[src/design/rpt_pkg.sv]
package rpt_pkg;

  localparam int unsigned KindW  = 2;
  localparam int unsigned AddrW  = 5;
  localparam int unsigned ByteW  = 8;
  localparam int unsigned TickW  = 10;
  localparam int unsigned LeftW  = 21;
  localparam int unsigned LoadW  = 19;

  localparam logic [KindW-1:0] KindRead  = 2'd0;
  localparam logic [KindW-1:0] KindWrite = 2'd1;
  localparam logic [KindW-1:0] KindTick  = 2'd2;

  // irq_flags / irq_enables bit positions
  localparam int unsigned FlagPa7   = 0;
  localparam int unsigned FlagTimer = 1;

  localparam logic [ByteW-1:0] TimerAllOnes = 8'hFF;

  typedef enum logic [3:0] {
    OpNop,
    OpRdFlags,
    OpRdTimer,
    OpRdPortA,
    OpRdDdrA,
    OpRdPortB,
    OpRdDdrB,
    OpWrTimer,
    OpWrEdge,
    OpWrOutA,
    OpWrDdrA,
    OpWrOutB,
    OpWrDdrB,
    OpTick
  } op_e;

  // one decoded item; arg carries data, pins, ticks or the timer preload
  typedef struct packed {
    op_e              op;
    logic             a3;
    logic [1:0]       sel;
    logic [LoadW-1:0] arg;
  } entry_t;

  function automatic logic [3:0] prescale_shift(input logic [1:0] sel);
    logic [3:0] s;
    case (sel)
      2'd0:    s = 4'd0;
      2'd1:    s = 4'd3;
      2'd2:    s = 4'd6;
      default: s = 4'd10;
    endcase
    return s;
  endfunction

endpackage

[src/design/rpt_req_if.sv]
interface rpt_req_if;
  import rpt_pkg::*;

  logic             valid;
  logic             ready;
  logic [KindW-1:0] kind;
  logic [AddrW-1:0] addr;
  logic [ByteW-1:0] write_data;
  logic [ByteW-1:0] port_a_pins;
  logic [ByteW-1:0] port_b_pins;
  logic [TickW-1:0] tick_count;

  modport source (
    output valid, kind, addr, write_data, port_a_pins, port_b_pins, tick_count,
    input  ready
  );

  modport sink (
    input  valid, kind, addr, write_data, port_a_pins, port_b_pins, tick_count,
    output ready
  );
endinterface

[src/design/rpt_rsp_if.sv]
interface rpt_rsp_if;
  import rpt_pkg::*;

  logic             valid;
  logic             ready;
  logic [ByteW-1:0] read_data;
  logic [ByteW-1:0] port_a_drive;
  logic [ByteW-1:0] port_b_drive;
  logic [ByteW-1:0] port_a_direction;
  logic [ByteW-1:0] port_b_direction;
  logic             irq_line;

  modport source (
    output valid, read_data, port_a_drive, port_b_drive, port_a_direction,
           port_b_direction, irq_line,
    input  ready
  );

  modport sink (
    input  valid, read_data, port_a_drive, port_b_drive, port_a_direction,
           port_b_direction, irq_line,
    output ready
  );
endinterface

[src/design/rpt_front.sv]
module rpt_front (
  rpt_req_if.sink         req_i,
  input  logic            full_i,
  output logic            push_o,
  output rpt_pkg::entry_t entry_o
);
  import rpt_pkg::*;

  logic [3:0]       shift;
  logic [LoadW-1:0] load;

  assign req_i.ready = !full_i;
  assign push_o      = req_i.valid && !full_i;

  assign shift = prescale_shift(req_i.addr[1:0]);
  assign load  = (LoadW'(req_i.write_data) << shift) + LoadW'(1);

  always_comb begin
    entry_o     = '0;
    entry_o.op  = OpNop;
    entry_o.a3  = req_i.addr[3];
    entry_o.sel = req_i.addr[1:0];
    unique case (req_i.kind)
      KindRead: begin
        if (req_i.addr[2]) begin
          entry_o.op = req_i.addr[0] ? OpRdFlags : OpRdTimer;
        end else if (req_i.addr[1]) begin
          entry_o.op  = req_i.addr[0] ? OpRdDdrB : OpRdPortB;
          entry_o.arg = LoadW'(req_i.port_b_pins);
        end else begin
          entry_o.op  = req_i.addr[0] ? OpRdDdrA : OpRdPortA;
          entry_o.arg = LoadW'(req_i.port_a_pins);
        end
      end
      KindWrite: begin
        if (req_i.addr[2] && req_i.addr[4]) begin
          entry_o.op  = OpWrTimer;
          entry_o.arg = load;
        end else if (req_i.addr[2]) begin
          entry_o.op = OpWrEdge;
        end else begin
          unique case (req_i.addr[1:0])
            2'd0:    entry_o.op = OpWrOutA;
            2'd1:    entry_o.op = OpWrDdrA;
            2'd2:    entry_o.op = OpWrOutB;
            default: entry_o.op = OpWrDdrB;
          endcase
          entry_o.arg = LoadW'(req_i.write_data);
        end
      end
      KindTick: begin
        entry_o.op  = OpTick;
        entry_o.arg = LoadW'(req_i.tick_count);
      end
      default: entry_o.op = OpNop;
    endcase
  end

endmodule

[src/design/rpt_queue.sv]
module rpt_queue #(
  parameter int unsigned Depth = 2
) (
  input  logic            clk_i,
  input  logic            rst_ni,
  input  logic            push_i,
  input  rpt_pkg::entry_t entry_i,
  output logic            full_o,
  output logic            avail_o,
  input  logic            pop_i,
  output rpt_pkg::entry_t entry_o
);
  import rpt_pkg::*;

  localparam int unsigned PtrW = (Depth > 1) ? $clog2(Depth) : 1;
  localparam int unsigned CntW = $clog2(Depth + 1);

  entry_t            mem_q [Depth];
  logic [PtrW-1:0]   wr_ptr_q, wr_ptr_d, rd_ptr_q, rd_ptr_d;
  logic [CntW-1:0]   cnt_q, cnt_d;

  assign full_o  = (cnt_q == CntW'(Depth));
  assign avail_o = (cnt_q != '0);
  assign entry_o = mem_q[rd_ptr_q];

  always_comb begin
    wr_ptr_d = wr_ptr_q;
    rd_ptr_d = rd_ptr_q;
    cnt_d    = cnt_q;
    if (push_i) begin
      wr_ptr_d = (wr_ptr_q == PtrW'(Depth - 1)) ? '0 : wr_ptr_q + PtrW'(1);
    end
    if (pop_i) begin
      rd_ptr_d = (rd_ptr_q == PtrW'(Depth - 1)) ? '0 : rd_ptr_q + PtrW'(1);
    end
    if (push_i && !pop_i) begin
      cnt_d = cnt_q + CntW'(1);
    end else if (pop_i && !push_i) begin
      cnt_d = cnt_q - CntW'(1);
    end
  end

  always_ff @(posedge clk_i or negedge rst_ni) begin
    if (!rst_ni) begin
      wr_ptr_q <= '0;
      rd_ptr_q <= '0;
      cnt_q    <= '0;
    end else begin
      wr_ptr_q <= wr_ptr_d;
      rd_ptr_q <= rd_ptr_d;
      cnt_q    <= cnt_d;
    end
  end

  always_ff @(posedge clk_i) begin
    if (push_i) begin
      mem_q[wr_ptr_q] <= entry_i;
    end
  end

`ifndef ASSERT_OFF
  a_cnt_bound: assert property (@(posedge clk_i) disable iff (!rst_ni)
    cnt_q <= CntW'(Depth))
    else $error("queue count beyond depth");
  a_no_overflow: assert property (@(posedge clk_i) disable iff (!rst_ni)
    full_o |-> !push_i)
    else $error("push into full queue");
  a_no_underflow: assert property (@(posedge clk_i) disable iff (!rst_ni)
    pop_i |-> avail_o)
    else $error("pop from empty queue");
`endif

endmodule

[src/design/rpt_core.sv]
module rpt_core (
  input  logic            clk_i,
  input  logic            rst_ni,
  input  logic            avail_i,
  input  rpt_pkg::entry_t entry_i,
  output logic            pop_o,
  rpt_rsp_if.source       rsp_o
);
  import rpt_pkg::*;

  logic [ByteW-1:0] out_a_q, out_a_d, out_b_q, out_b_d;
  logic [ByteW-1:0] dir_a_q, dir_a_d, dir_b_q, dir_b_d;
  logic [ByteW-1:0] latch_a_q, latch_a_d, latch_b_q, latch_b_d;
  logic [1:0]       en_q, en_d, flags_q, flags_d;
  logic             edge_pos_q, edge_pos_d, pa7_prev_q, pa7_prev_d;
  logic [3:0]       shift_q, shift_d;
  logic             finishing_q, finishing_d;
  logic signed [LeftW-1:0] left_q, left_d, diff, folded;

  logic [ByteW-1:0] rd_q, rd_d, eff_a, eff_b;
  logic             valid_q, irq_q;
  logic [ByteW-1:0] rsp_out_a_q, rsp_out_b_q, rsp_dir_a_q, rsp_dir_b_q;
  logic [ByteW-1:0] timer_val;
  logic [LoadW-1:0] counted;
  logic             pa7_upd, pa7_bit, keep_tflag;

  assign pop_o = avail_i && (!valid_q || rsp_o.ready);

  assign counted    = left_q[LoadW-1:0] >> shift_q;
  assign timer_val  = finishing_q ? left_q[ByteW-1:0] : counted[ByteW-1:0];
  assign keep_tflag = finishing_q && (timer_val == TimerAllOnes);

  assign diff   = left_q - $signed({{(LeftW-TickW){1'b0}}, entry_i.arg[TickW-1:0]});
  // reduce a non-positive count into -255..0; the low byte is unchanged
  assign folded = (diff[ByteW-1:0] == '0) ? '0
                : {{(LeftW-ByteW){1'b1}}, diff[ByteW-1:0]};

  always_comb begin
    out_a_d     = out_a_q;
    out_b_d     = out_b_q;
    dir_a_d     = dir_a_q;
    dir_b_d     = dir_b_q;
    latch_a_d   = latch_a_q;
    latch_b_d   = latch_b_q;
    en_d        = en_q;
    flags_d     = flags_q;
    edge_pos_d  = edge_pos_q;
    pa7_prev_d  = pa7_prev_q;
    shift_d     = shift_q;
    finishing_d = finishing_q;
    left_d      = left_q;
    rd_d        = '0;
    pa7_upd     = 1'b0;

    case (entry_i.op)
      OpRdFlags: begin
        rd_d             = {flags_q[FlagTimer], flags_q[FlagPa7], 6'b0};
        flags_d[FlagPa7] = 1'b0;
      end
      OpRdTimer: begin
        rd_d           = timer_val;
        en_d[FlagTimer] = entry_i.a3;
        if (!keep_tflag) begin
          flags_d[FlagTimer] = 1'b0;
        end
      end
      OpRdPortA: begin
        latch_a_d = entry_i.arg[ByteW-1:0];
        pa7_upd   = 1'b1;
      end
      OpRdDdrA:  rd_d = dir_a_q;
      OpRdPortB: latch_b_d = entry_i.arg[ByteW-1:0];
      OpRdDdrB:  rd_d = dir_b_q;
      OpWrTimer: begin
        shift_d         = prescale_shift(entry_i.sel);
        en_d[FlagTimer] = entry_i.a3;
        if (!keep_tflag) begin
          flags_d[FlagTimer] = 1'b0;
        end
        finishing_d = 1'b0;
        left_d      = LeftW'(entry_i.arg);
      end
      OpWrEdge: begin
        en_d[FlagPa7] = entry_i.sel[1];
        edge_pos_d    = entry_i.sel[0];
      end
      OpWrOutA: begin
        out_a_d = entry_i.arg[ByteW-1:0];
        pa7_upd = 1'b1;
      end
      OpWrDdrA: begin
        dir_a_d = entry_i.arg[ByteW-1:0];
        pa7_upd = 1'b1;
      end
      OpWrOutB: out_b_d = entry_i.arg[ByteW-1:0];
      OpWrDdrB: dir_b_d = entry_i.arg[ByteW-1:0];
      OpTick: begin
        if (finishing_q) begin
          left_d = folded;
          if (diff <= -21'sd256) begin
            flags_d[FlagTimer] = 1'b1;
          end
        end else if (diff <= 21'sd0) begin
          left_d             = folded;
          finishing_d        = 1'b1;
          flags_d[FlagTimer] = 1'b1;
        end else begin
          left_d = diff;
        end
      end
      default: ;
    endcase

    eff_a   = (out_a_d & dir_a_d) | (latch_a_d & ~dir_a_d);
    eff_b   = (out_b_d & dir_b_d) | (latch_b_d & ~dir_b_d);
    pa7_bit = eff_a[ByteW-1];
    if (pa7_upd) begin
      if (pa7_bit != pa7_prev_q && pa7_bit == edge_pos_q) begin
        flags_d[FlagPa7] = 1'b1;
      end
      pa7_prev_d = pa7_bit;
    end
    if (entry_i.op == OpRdPortA) begin
      rd_d = eff_a;
    end else if (entry_i.op == OpRdPortB) begin
      rd_d = eff_b;
    end
  end

  always_ff @(posedge clk_i or negedge rst_ni) begin
    if (!rst_ni) begin
      out_a_q     <= '0;
      out_b_q     <= '0;
      dir_a_q     <= '0;
      dir_b_q     <= '0;
      latch_a_q   <= '0;
      latch_b_q   <= '0;
      en_q        <= '0;
      flags_q     <= '0;
      edge_pos_q  <= 1'b0;
      pa7_prev_q  <= 1'b0;
      shift_q     <= 4'd10;
      finishing_q <= 1'b0;
      left_q      <= LeftW'(256) << 10;
      valid_q     <= 1'b0;
    end else begin
      if (pop_o) begin
        out_a_q     <= out_a_d;
        out_b_q     <= out_b_d;
        dir_a_q     <= dir_a_d;
        dir_b_q     <= dir_b_d;
        latch_a_q   <= latch_a_d;
        latch_b_q   <= latch_b_d;
        en_q        <= en_d;
        flags_q     <= flags_d;
        edge_pos_q  <= edge_pos_d;
        pa7_prev_q  <= pa7_prev_d;
        shift_q     <= shift_d;
        finishing_q <= finishing_d;
        left_q      <= left_d;
        valid_q     <= 1'b1;
      end else if (rsp_o.ready) begin
        valid_q <= 1'b0;
      end
    end
  end

  // result register, loaded with the state after the item
  always_ff @(posedge clk_i) begin
    if (pop_o) begin
      rd_q        <= rd_d;
      rsp_out_a_q <= out_a_d;
      rsp_out_b_q <= out_b_d;
      rsp_dir_a_q <= dir_a_d;
      rsp_dir_b_q <= dir_b_d;
      irq_q       <= |(flags_d & en_d);
    end
  end

  assign rsp_o.valid            = valid_q;
  assign rsp_o.read_data        = rd_q;
  assign rsp_o.port_a_drive     = rsp_out_a_q;
  assign rsp_o.port_b_drive     = rsp_out_b_q;
  assign rsp_o.port_a_direction = rsp_dir_a_q;
  assign rsp_o.port_b_direction = rsp_dir_b_q;
  assign rsp_o.irq_line         = irq_q;

`ifndef ASSERT_OFF
  a_finish_range: assert property (@(posedge clk_i) disable iff (!rst_ni)
    finishing_q |-> (left_q <= 21'sd0 && left_q > -21'sd256))
    else $error("finishing count out of range");
  a_count_positive: assert property (@(posedge clk_i) disable iff (!rst_ni)
    !finishing_q |-> left_q > 21'sd0)
    else $error("counting timer not positive");
  a_irq_match: assert property (@(posedge clk_i) disable iff (!rst_ni)
    pop_o |=> irq_q == |(flags_q & en_q))
    else $error("irq line disagrees with flags and enables");
  a_result_held: assert property (@(posedge clk_i) disable iff (!rst_ni)
    (valid_q && !rsp_o.ready) |-> !pop_o)
    else $error("result overwritten while stalled");
`endif

endmodule

[src/design/riot_ports_timer_irq_unit.sv]
// 6532-style RIOT: two 8-bit ports with direction registers, an interval
// timer (prescale 1, 8, 64 or 1024) and a PA7 edge detector, both feeding
// one interrupt line through their enables.
//
// req_i carries one item per valid/ready handshake: a bus read, a bus write
// or a batch of timer ticks. rsp_o returns exactly one result per item, in
// order: the read byte (zero for writes and ticks), the port drive and
// direction registers and the interrupt level, all as they stand after the
// item.
//
// The front decodes an item in the accept cycle and pushes it into a small
// queue; the back executes one item per cycle into the result register,
// as long as rsp_o is not stalled. An accepted item passes through the
// queue and then the result register, which drives rsp_o.valid.
// When rsp_o stalls, the back holds its result and the queue keeps taking
// items until it holds QueueDepth of them, then req_i.ready drops.
// Reset clears ports, flags and enables and loads the timer with 256 at a
// prescale of 1024; no result is pending afterwards.
module riot_ports_timer_irq_unit #(
  parameter int unsigned QueueDepth = 2
) (
  input  logic      clk_i,
  input  logic      rst_ni,
  rpt_req_if.sink   req_i,
  rpt_rsp_if.source rsp_o
);
  import rpt_pkg::*;

  entry_t front_entry, back_entry;
  logic   push, pop, full, avail;

  rpt_front u_front (
    .req_i   (req_i),
    .full_i  (full),
    .push_o  (push),
    .entry_o (front_entry)
  );

  rpt_queue #(
    .Depth (QueueDepth)
  ) u_queue (
    .clk_i   (clk_i),
    .rst_ni  (rst_ni),
    .push_i  (push),
    .entry_i (front_entry),
    .full_o  (full),
    .avail_o (avail),
    .pop_i   (pop),
    .entry_o (back_entry)
  );

  rpt_core u_core (
    .clk_i   (clk_i),
    .rst_ni  (rst_ni),
    .avail_i (avail),
    .entry_i (back_entry),
    .pop_o   (pop),
    .rsp_o   (rsp_o)
  );

endmodule
[src/flat_wrapper.sv]
// flat-port wrapper written by rule: the top's interface ports become plain ports
module riot_ports_timer_irq_unit_flat import rpt_pkg::*;
#(
  parameter int unsigned QueueDepth = 2
)
  (clk_i, rst_ni, req_i_valid, req_i_kind, req_i_addr, req_i_write_data, req_i_port_a_pins, req_i_port_b_pins, req_i_tick_count, req_i_ready, rsp_o_valid, rsp_o_read_data, rsp_o_port_a_drive, rsp_o_port_b_drive, rsp_o_port_a_direction, rsp_o_port_b_direction, rsp_o_irq_line, rsp_o_ready);
  rpt_req_if req_i_i ();
  rpt_rsp_if rsp_o_i ();
  input  logic clk_i;
  input  logic rst_ni;
  input wire logic [$bits(req_i_i.valid)-1:0] req_i_valid;
  input wire logic [$bits(req_i_i.kind)-1:0] req_i_kind;
  input wire logic [$bits(req_i_i.addr)-1:0] req_i_addr;
  input wire logic [$bits(req_i_i.write_data)-1:0] req_i_write_data;
  input wire logic [$bits(req_i_i.port_a_pins)-1:0] req_i_port_a_pins;
  input wire logic [$bits(req_i_i.port_b_pins)-1:0] req_i_port_b_pins;
  input wire logic [$bits(req_i_i.tick_count)-1:0] req_i_tick_count;
  output wire logic [$bits(req_i_i.ready)-1:0] req_i_ready;
  output wire logic [$bits(rsp_o_i.valid)-1:0] rsp_o_valid;
  output wire logic [$bits(rsp_o_i.read_data)-1:0] rsp_o_read_data;
  output wire logic [$bits(rsp_o_i.port_a_drive)-1:0] rsp_o_port_a_drive;
  output wire logic [$bits(rsp_o_i.port_b_drive)-1:0] rsp_o_port_b_drive;
  output wire logic [$bits(rsp_o_i.port_a_direction)-1:0] rsp_o_port_a_direction;
  output wire logic [$bits(rsp_o_i.port_b_direction)-1:0] rsp_o_port_b_direction;
  output wire logic [$bits(rsp_o_i.irq_line)-1:0] rsp_o_irq_line;
  input wire logic [$bits(rsp_o_i.ready)-1:0] rsp_o_ready;
  assign req_i_i.valid = req_i_valid;
  assign req_i_i.kind = req_i_kind;
  assign req_i_i.addr = req_i_addr;
  assign req_i_i.write_data = req_i_write_data;
  assign req_i_i.port_a_pins = req_i_port_a_pins;
  assign req_i_i.port_b_pins = req_i_port_b_pins;
  assign req_i_i.tick_count = req_i_tick_count;
  assign req_i_ready = req_i_i.ready;
  assign rsp_o_valid = rsp_o_i.valid;
  assign rsp_o_read_data = rsp_o_i.read_data;
  assign rsp_o_port_a_drive = rsp_o_i.port_a_drive;
  assign rsp_o_port_b_drive = rsp_o_i.port_b_drive;
  assign rsp_o_port_a_direction = rsp_o_i.port_a_direction;
  assign rsp_o_port_b_direction = rsp_o_i.port_b_direction;
  assign rsp_o_irq_line = rsp_o_i.irq_line;
  assign rsp_o_i.ready = rsp_o_ready;
  riot_ports_timer_irq_unit #(.QueueDepth(QueueDepth)) u_core (.clk_i(clk_i), .rst_ni(rst_ni), .req_i(req_i_i), .rsp_o(rsp_o_i));
endmodule
[config.mk]
export PLATFORM = sky130hd
export DESIGN_NAME = riot_ports_timer_irq_unit_flat
export DESIGN_NICKNAME = d
export VERILOG_FILES = /design/src/design/rpt_pkg.sv /design/src/design/rpt_req_if.sv /design/src/design/rpt_rsp_if.sv /design/src/design/rpt_front.sv /design/src/design/rpt_queue.sv /design/src/design/rpt_core.sv /design/src/design/riot_ports_timer_irq_unit.sv /design/src/flat_wrapper.sv
export SDC_FILE = /design/constraint.sdc
export NUM_CORES = 1
export LEC_CHECK = 0
export BUFFER_PORTS_ARGS = -buffer_cell sky130_fd_sc_hd__buf_2
export CAP_MARGIN = 15
export CORE_MARGIN = 1.5
export CORE_UTILIZATION = 50
export DETAILED_ROUTE_END_ITERATION = 8
export PLACE_DENSITY = 0.69
export SLEW_MARGIN = 20
export SYNTH_ARGS = -nofsm -noshare
export SYNTH_HDL_FRONTEND = slang
export SYNTH_HIERARCHICAL = 1
export SYNTH_SLANG_ARGS = --single-unit
[constraint.sdc]
create_clock -name clk_i -period 4.4 [get_ports clk_i]
set_input_delay 0.22 -clock clk_i [delete_from_list [all_inputs] [get_ports clk_i]]
set_output_delay 0.22 -clock clk_i [all_outputs]
set_load 0.02 [all_outputs]
==> flow_summary.rst <==
.. list-table::
   :header-rows: 1

   * - Metric
     - Value
   * - Setup repair after global routing missed its margin
     - false
   * - Min cycle time layout
     - 4.160 ns
   * - Antenna violations before repair
     - 0
   * - Antenna cells
     - 0
   * - Drt drc
     - 0
   * - Routing usage on met1
     - 0.3538
   * - M2 GR Usage
     - 0.3883
   * - Design Power
     - 0.008859 W
   * - Boundary Pins
     - roughly 90
   * - Post-synthesis compound-gate area fraction
     - 0.1674
   * - Final design instance area without fill
     - 11710 um2
   * - Synthesized area per cell
     - 9.960 um2
   * - Max cap viols
     - 0
   * - XOR/XNOR share of the synthesized area
     - 0.01661
   * - Commonest cells in the synthesized netlist
     - 157 x sky130_fd_sc_hd__nand2_1, 93 x sky130_fd_sc_hd__edfxtp_1, 86 x sky130_fd_sc_hd__nor2_1, 73 x sky130_fd_sc_hd__o21ai_0, 67 x sky130_fd_sc_hd__dfrtp_1
   * - Final Routed Wirelength
     - 26880 um
   * - Cell count after synthesis
     - 1059
   * - Setup Slack @ Placement
     - a little under 0.3 ns
   * - Total of buffers placed on input and output ports
     - 87
   * - Number of cells upsized or downsized after cts
     - 0
   * - Worst IR Drop VDD
     - approximately 0.60 mV
   * - Die Ht
     - between 100 and 150 um
   * - Leakage power
     - between 4 and 5 nW
   * - RePlAce Congestion
     - between 0.9 and 1
   * - Worst-skew pair later-pin latency
     - approximately 0.44 ns
   * - Drt first-iter violations
     - approximately 860
   * - Max Fclk
     - about 0.24 GHz
   * - Area of the mapped netlist
     - between 10000 and 15000 um2
   * - Launching element type of the critical path
     - flip-flop
   * - Type of the most critical hold path
     - in2reg
   * - Number of enable-type register cells in the synthesized netlist
     - 93
   * - Area share of the largest cell type after synthesis
     - 0.2648
   * - Remaining global-route overflow
     - 0
   * - Cell depth of the worst flop-to-flop path
     - 13
   * - TritonCTS clock tree
     - built
   * - Top_reg_cell synth
     - sky130_fd_sc_hd__edfxtp_1
   * - Worst-case hold path end point
     - u_core/u_core/rsp_o.valid$_DFFE_PN0P_
   * - FF-to-FF setup slack
     - ~0.24 ns
   * - Simple-gate share of the synthesized area
     - 0.1783
   * - Clock Sinks
     - around 160
   * - Via/cell ratio
     - just over 6
   * - Max-slew violation count
     - 0
   * - Async set-reset flop share out of synthesis
     - 0.4294
   * - Final worst slack
     - between 0.2 and 0.25 ns
   * - Arr. time, crit path
     - roughly 4.3 ns
   * - CTS Root Cell
     - sky130_fd_sc_hd__clkbuf_16
   * - Via Count
     - approximately 8600
   * - Post-CTS Repair Setup Buffers
     - 0
   * - Number of endpoints failing setup at the final stage
     - 0
   * - Portion of netlist area occupied by mux cells
     - 0.1304
   * - Wirelength per Cell
     - 19.12 um
   * - Combinational family with the most area after synthesis
     - simple AND/OR/NAND/NOR gates
   * - Worst slew margin relative to its limit
     - 0.3517
   * - Post-detail-place hpwl
     - 19550 um
   * - Post-synthesis cell type with the largest combined area
     - sky130_fd_sc_hd__edfxtp_1
   * - Wire length of the first global-routing pass
     - between 40000 and 50000 um
   * - Ranking of synthesized cells by area
     - sky130_fd_sc_hd__edfxtp_1 26%, sky130_fd_sc_hd__dfrtp_1 16%, sky130_fd_sc_hd__nand2_1 5.6%
   * - Ratio of cells with drive above 1 in the final layout
     - 0.2174
   * - CP Data Required Time
     - approximately 4.6 ns
   * - Launch instance of the worst min-delay path
     - rsp_o_ready
   * - #FFs+latches synth
     - approximately 160
   * - Clock edge transition at the registers on the reported setup and hold paths
     - 0.07 ns
   * - Post-synthesis share of cell area spent on full adders, half adders and majority gates
     - 0.02444
   * - Number of CTS-inserted buffers
     - 17
   * - Count of cells along the worst hold path
     - 3
   * - Pin count of the biggest net entering global routing
     - between 70 and 80
   * - Startpoint-to-endpoint class of the critical path
     - reg2reg
   * - Effective utilization at floorplan
     - 0.5147
   * - Busiest metal layer after global routing
     - met2
   * - Run status
     - finished clean
   * - Worst clock skew
     - ~0.024 ns
   * - Netlist cell types
     - 90
   * - Worst flop-to-flop path startpoint
     - u_core/u_queue/rd_ptr_q$_DFFE_PN0P_
   * - Final critical-path share of the clock period
     - 0.9454
   * - Area of the die
     - roughly 22000 um2
   * - Critical path fanouts, max
     - 11
   * - Final-stage net count
     - 1188
   * - M3 GR Usage
     - 0.04509
   * - Number of iterations in the first detailed-routing pass
     - 6
   * - PD cells
     - around 760 nW/um2
   * - Accumulated negative setup slack
     - 0 ns
   * - Count of final hold-check violations
     - 0
   * - Overall fraction of global-route tracks in use
     - 0.2483
   * - Actual slew at the worst max-slew pin
     - roughly 0.97 ns
   * - Crit path capture type
     - flip-flop
   * - Area growth syn-to-layout
     - 11.01%
   * - Number of nets in the synthesized netlist
     - 1124
   * - Placed cell area
     - approximately 11000 um2
   * - Vias in the first global route
     - 8002
   * - Number of H-tree levels
     - 4
   * - Number of buffers added to fix hold violations after cts
     - 2
   * - Die X
     - approximately 150 um
   * - Post-synthesis sequential area ratio
     - 0.4312
   * - Rows
     - 52
   * - Total of warnings raised by yosys
     - 6
   * - Reg-to-reg critical path endpoint
     - u_core/u_core/rsp_o.irq_line$_DFFE_PP_
   * - Area of the core region
     - 20490 um2
   * - Leading cell type by number of instances after synthesis
     - sky130_fd_sc_hd__nand2_1
   * - Clock Tree Buf Depth
     - 2
   * - ANT nets after route
     - 0
area by class of cell:
type	count	area [um2]
Multi-Input combinational cell	791	5474
Inverter	38	142.6
Fill cell	1810	8786
Tap cell	270	337.8
Clock buffer	18	429.2
Clock inverter	14	146.4
Sequential cell	163	4548
Timing Repair Buffer	112	630.6
report_power, final:
part | internal, W | switching, W
sequential | 0.00229 | 0.000507
clock | 0.000755 | 0.000690
combinational | 0.00178 | 0.00283
layout by cell type, fill, tap and decap left out, drive strengths merged, types with 6 or more instances in the layout:
| cell | netlist | final |
|---|---|---|
| a211oi | 13 | 13 |
| a21o | 8 | 8 |
| a21oi | 61 | 61 |
| a221oi | 12 | 12 |
| a22oi | 7 | 7 |
| and3 | 12 | 12 |
| buf | 20 | 110 |
| clkbuf | 47 | 18 |
| dfrtp | 67 | 67 |
| edfxtp | 93 | 93 |
| ha | 19 | 19 |
| inv | 38 | 45 |
| mux2 | 49 | 49 |
| mux2i | 44 | 44 |
| mux4 | 13 | 13 |
| nand2 | 158 | 158 |
| nand2b | 10 | 10 |
| nand3 | 23 | 23 |
| nand3b | 11 | 11 |
| nand4 | 9 | 9 |
| nor2 | 87 | 87 |
| nor2b | 15 | 15 |
| nor3 | 19 | 19 |
| o211ai | 6 | 6 |
| o21a | 6 | 6 |
| o21ai | 77 | 77 |
| o221ai | 6 | 6 |
| o22ai | 17 | 17 |
| or2 | 7 | 7 |
| or4 | 7 | 7 |
| xnor2 | 10 | 10 |
| xor2 | 10 | 10 |
per-stage QoR:
step / cells / utilization / hold slack (ns)
floorplan: 1059 / - / -0.07559
global placement: 1372 / 0.5420 / 0.4104
detailed placement: 1372 / 0.5422 / 0.4206
CTS: 1406 / 0.5713 / 0.05333
global route: 1406 / 0.5713 / 0.07225
finish: 1406 / 0.5713 / 0.06647
kinds of logic (layout without fill, tap and decap cells):
logic type               after synthesis  count (layout)
multiplexers                         106             106
AO/OA/AOI/OAI                        256             256
XOR/XNOR                              20              20
AND/OR/NAND/NOR                      389             389
buffers and inverters                105             182
adder cells (fa/ha/maj)               20              20
flip-flops                           163             163
layer usage:
layer  up-vias  wire length, um
met5         -                0
met4         0              401
met3        36             1951
met2       389            12400
met1      4148            12130
li1       4032                -
sequential cells by signal (all words and copies together) (netlist names), 2 cells and up:
name / count
u_core/u_core/rsp_o.port_b_direction: 8
u_core/u_core/rsp_o.port_a_drive: 8
u_core/u_core/out_a_q: 8
u_core/u_core/flags_q: 2
u_core/u_core/left_q: 21
u_core/u_core/rsp_o.read_data: 8
u_core/u_core/dir_b_q: 8
u_core/u_queue/cnt_q: 2
u_core/u_core/rsp_o.port_a_direction: 8
u_core/u_queue/mem_q: 52
u_core/u_core/en_q: 2
u_core/u_core/out_b_q: 8
u_core/u_core/shift_q: 4
u_core/u_core/rsp_o.port_b_drive: 8
u_core/u_core/dir_a_q: 8
how the worst max path moves through the flow:
stage	start	endpoint	slack (ns)	cells past startpoint
after global routing	u_core/u_queue/rd_ptr_q$_DFFE_PN0P_	u_core/u_core/left_q[18]$_DFFE_PN1P_	0.09	13
after floorplan	u_core/u_queue/rd_ptr_q$_DFFE_PN0P_	u_core/u_core/rsp_o.irq_line$_DFFE_PP_	0.53	14
after global placement	u_core/u_queue/rd_ptr_q$_DFFE_PN0P_	u_core/u_core/rsp_o.irq_line$_DFFE_PP_	0.34	13
final	u_core/u_queue/rd_ptr_q$_DFFE_PN0P_	u_core/u_core/rsp_o.irq_line$_DFFE_PP_	0.24	13
after detailed placement	u_core/u_queue/rd_ptr_q$_DFFE_PN0P_	u_core/u_core/rsp_o.irq_line$_DFFE_PP_	0.29	13
after CTS	u_core/u_queue/rd_ptr_q$_DFFE_PN0P_	u_core/u_core/rsp_o.irq_line$_DFFE_PP_	0.26	13
critical path, stage by stage (launching register included):
cell and delay, ns:
sky130_fd_sc_hd__dfrtp_1 0.42, sky130_fd_sc_hd__buf_4 0.26, sky130_fd_sc_hd__mux2_4 0.35, sky130_fd_sc_hd__inv_1 0.09, sky130_fd_sc_hd__ha_1 0.30, sky130_fd_sc_hd__a21o_1 0.20, sky130_fd_sc_hd__a21o_1 0.20, sky130_fd_sc_hd__o211a_1 0.22
sky130_fd_sc_hd__o21a_1 0.21, sky130_fd_sc_hd__or3b_1 0.38, sky130_fd_sc_hd__xor2_1 0.17, sky130_fd_sc_hd__or4_4 0.54, sky130_fd_sc_hd__o41ai_4 0.43, sky130_fd_sc_hd__a21oi_1 0.10
(Power assumes the default switching activity.)
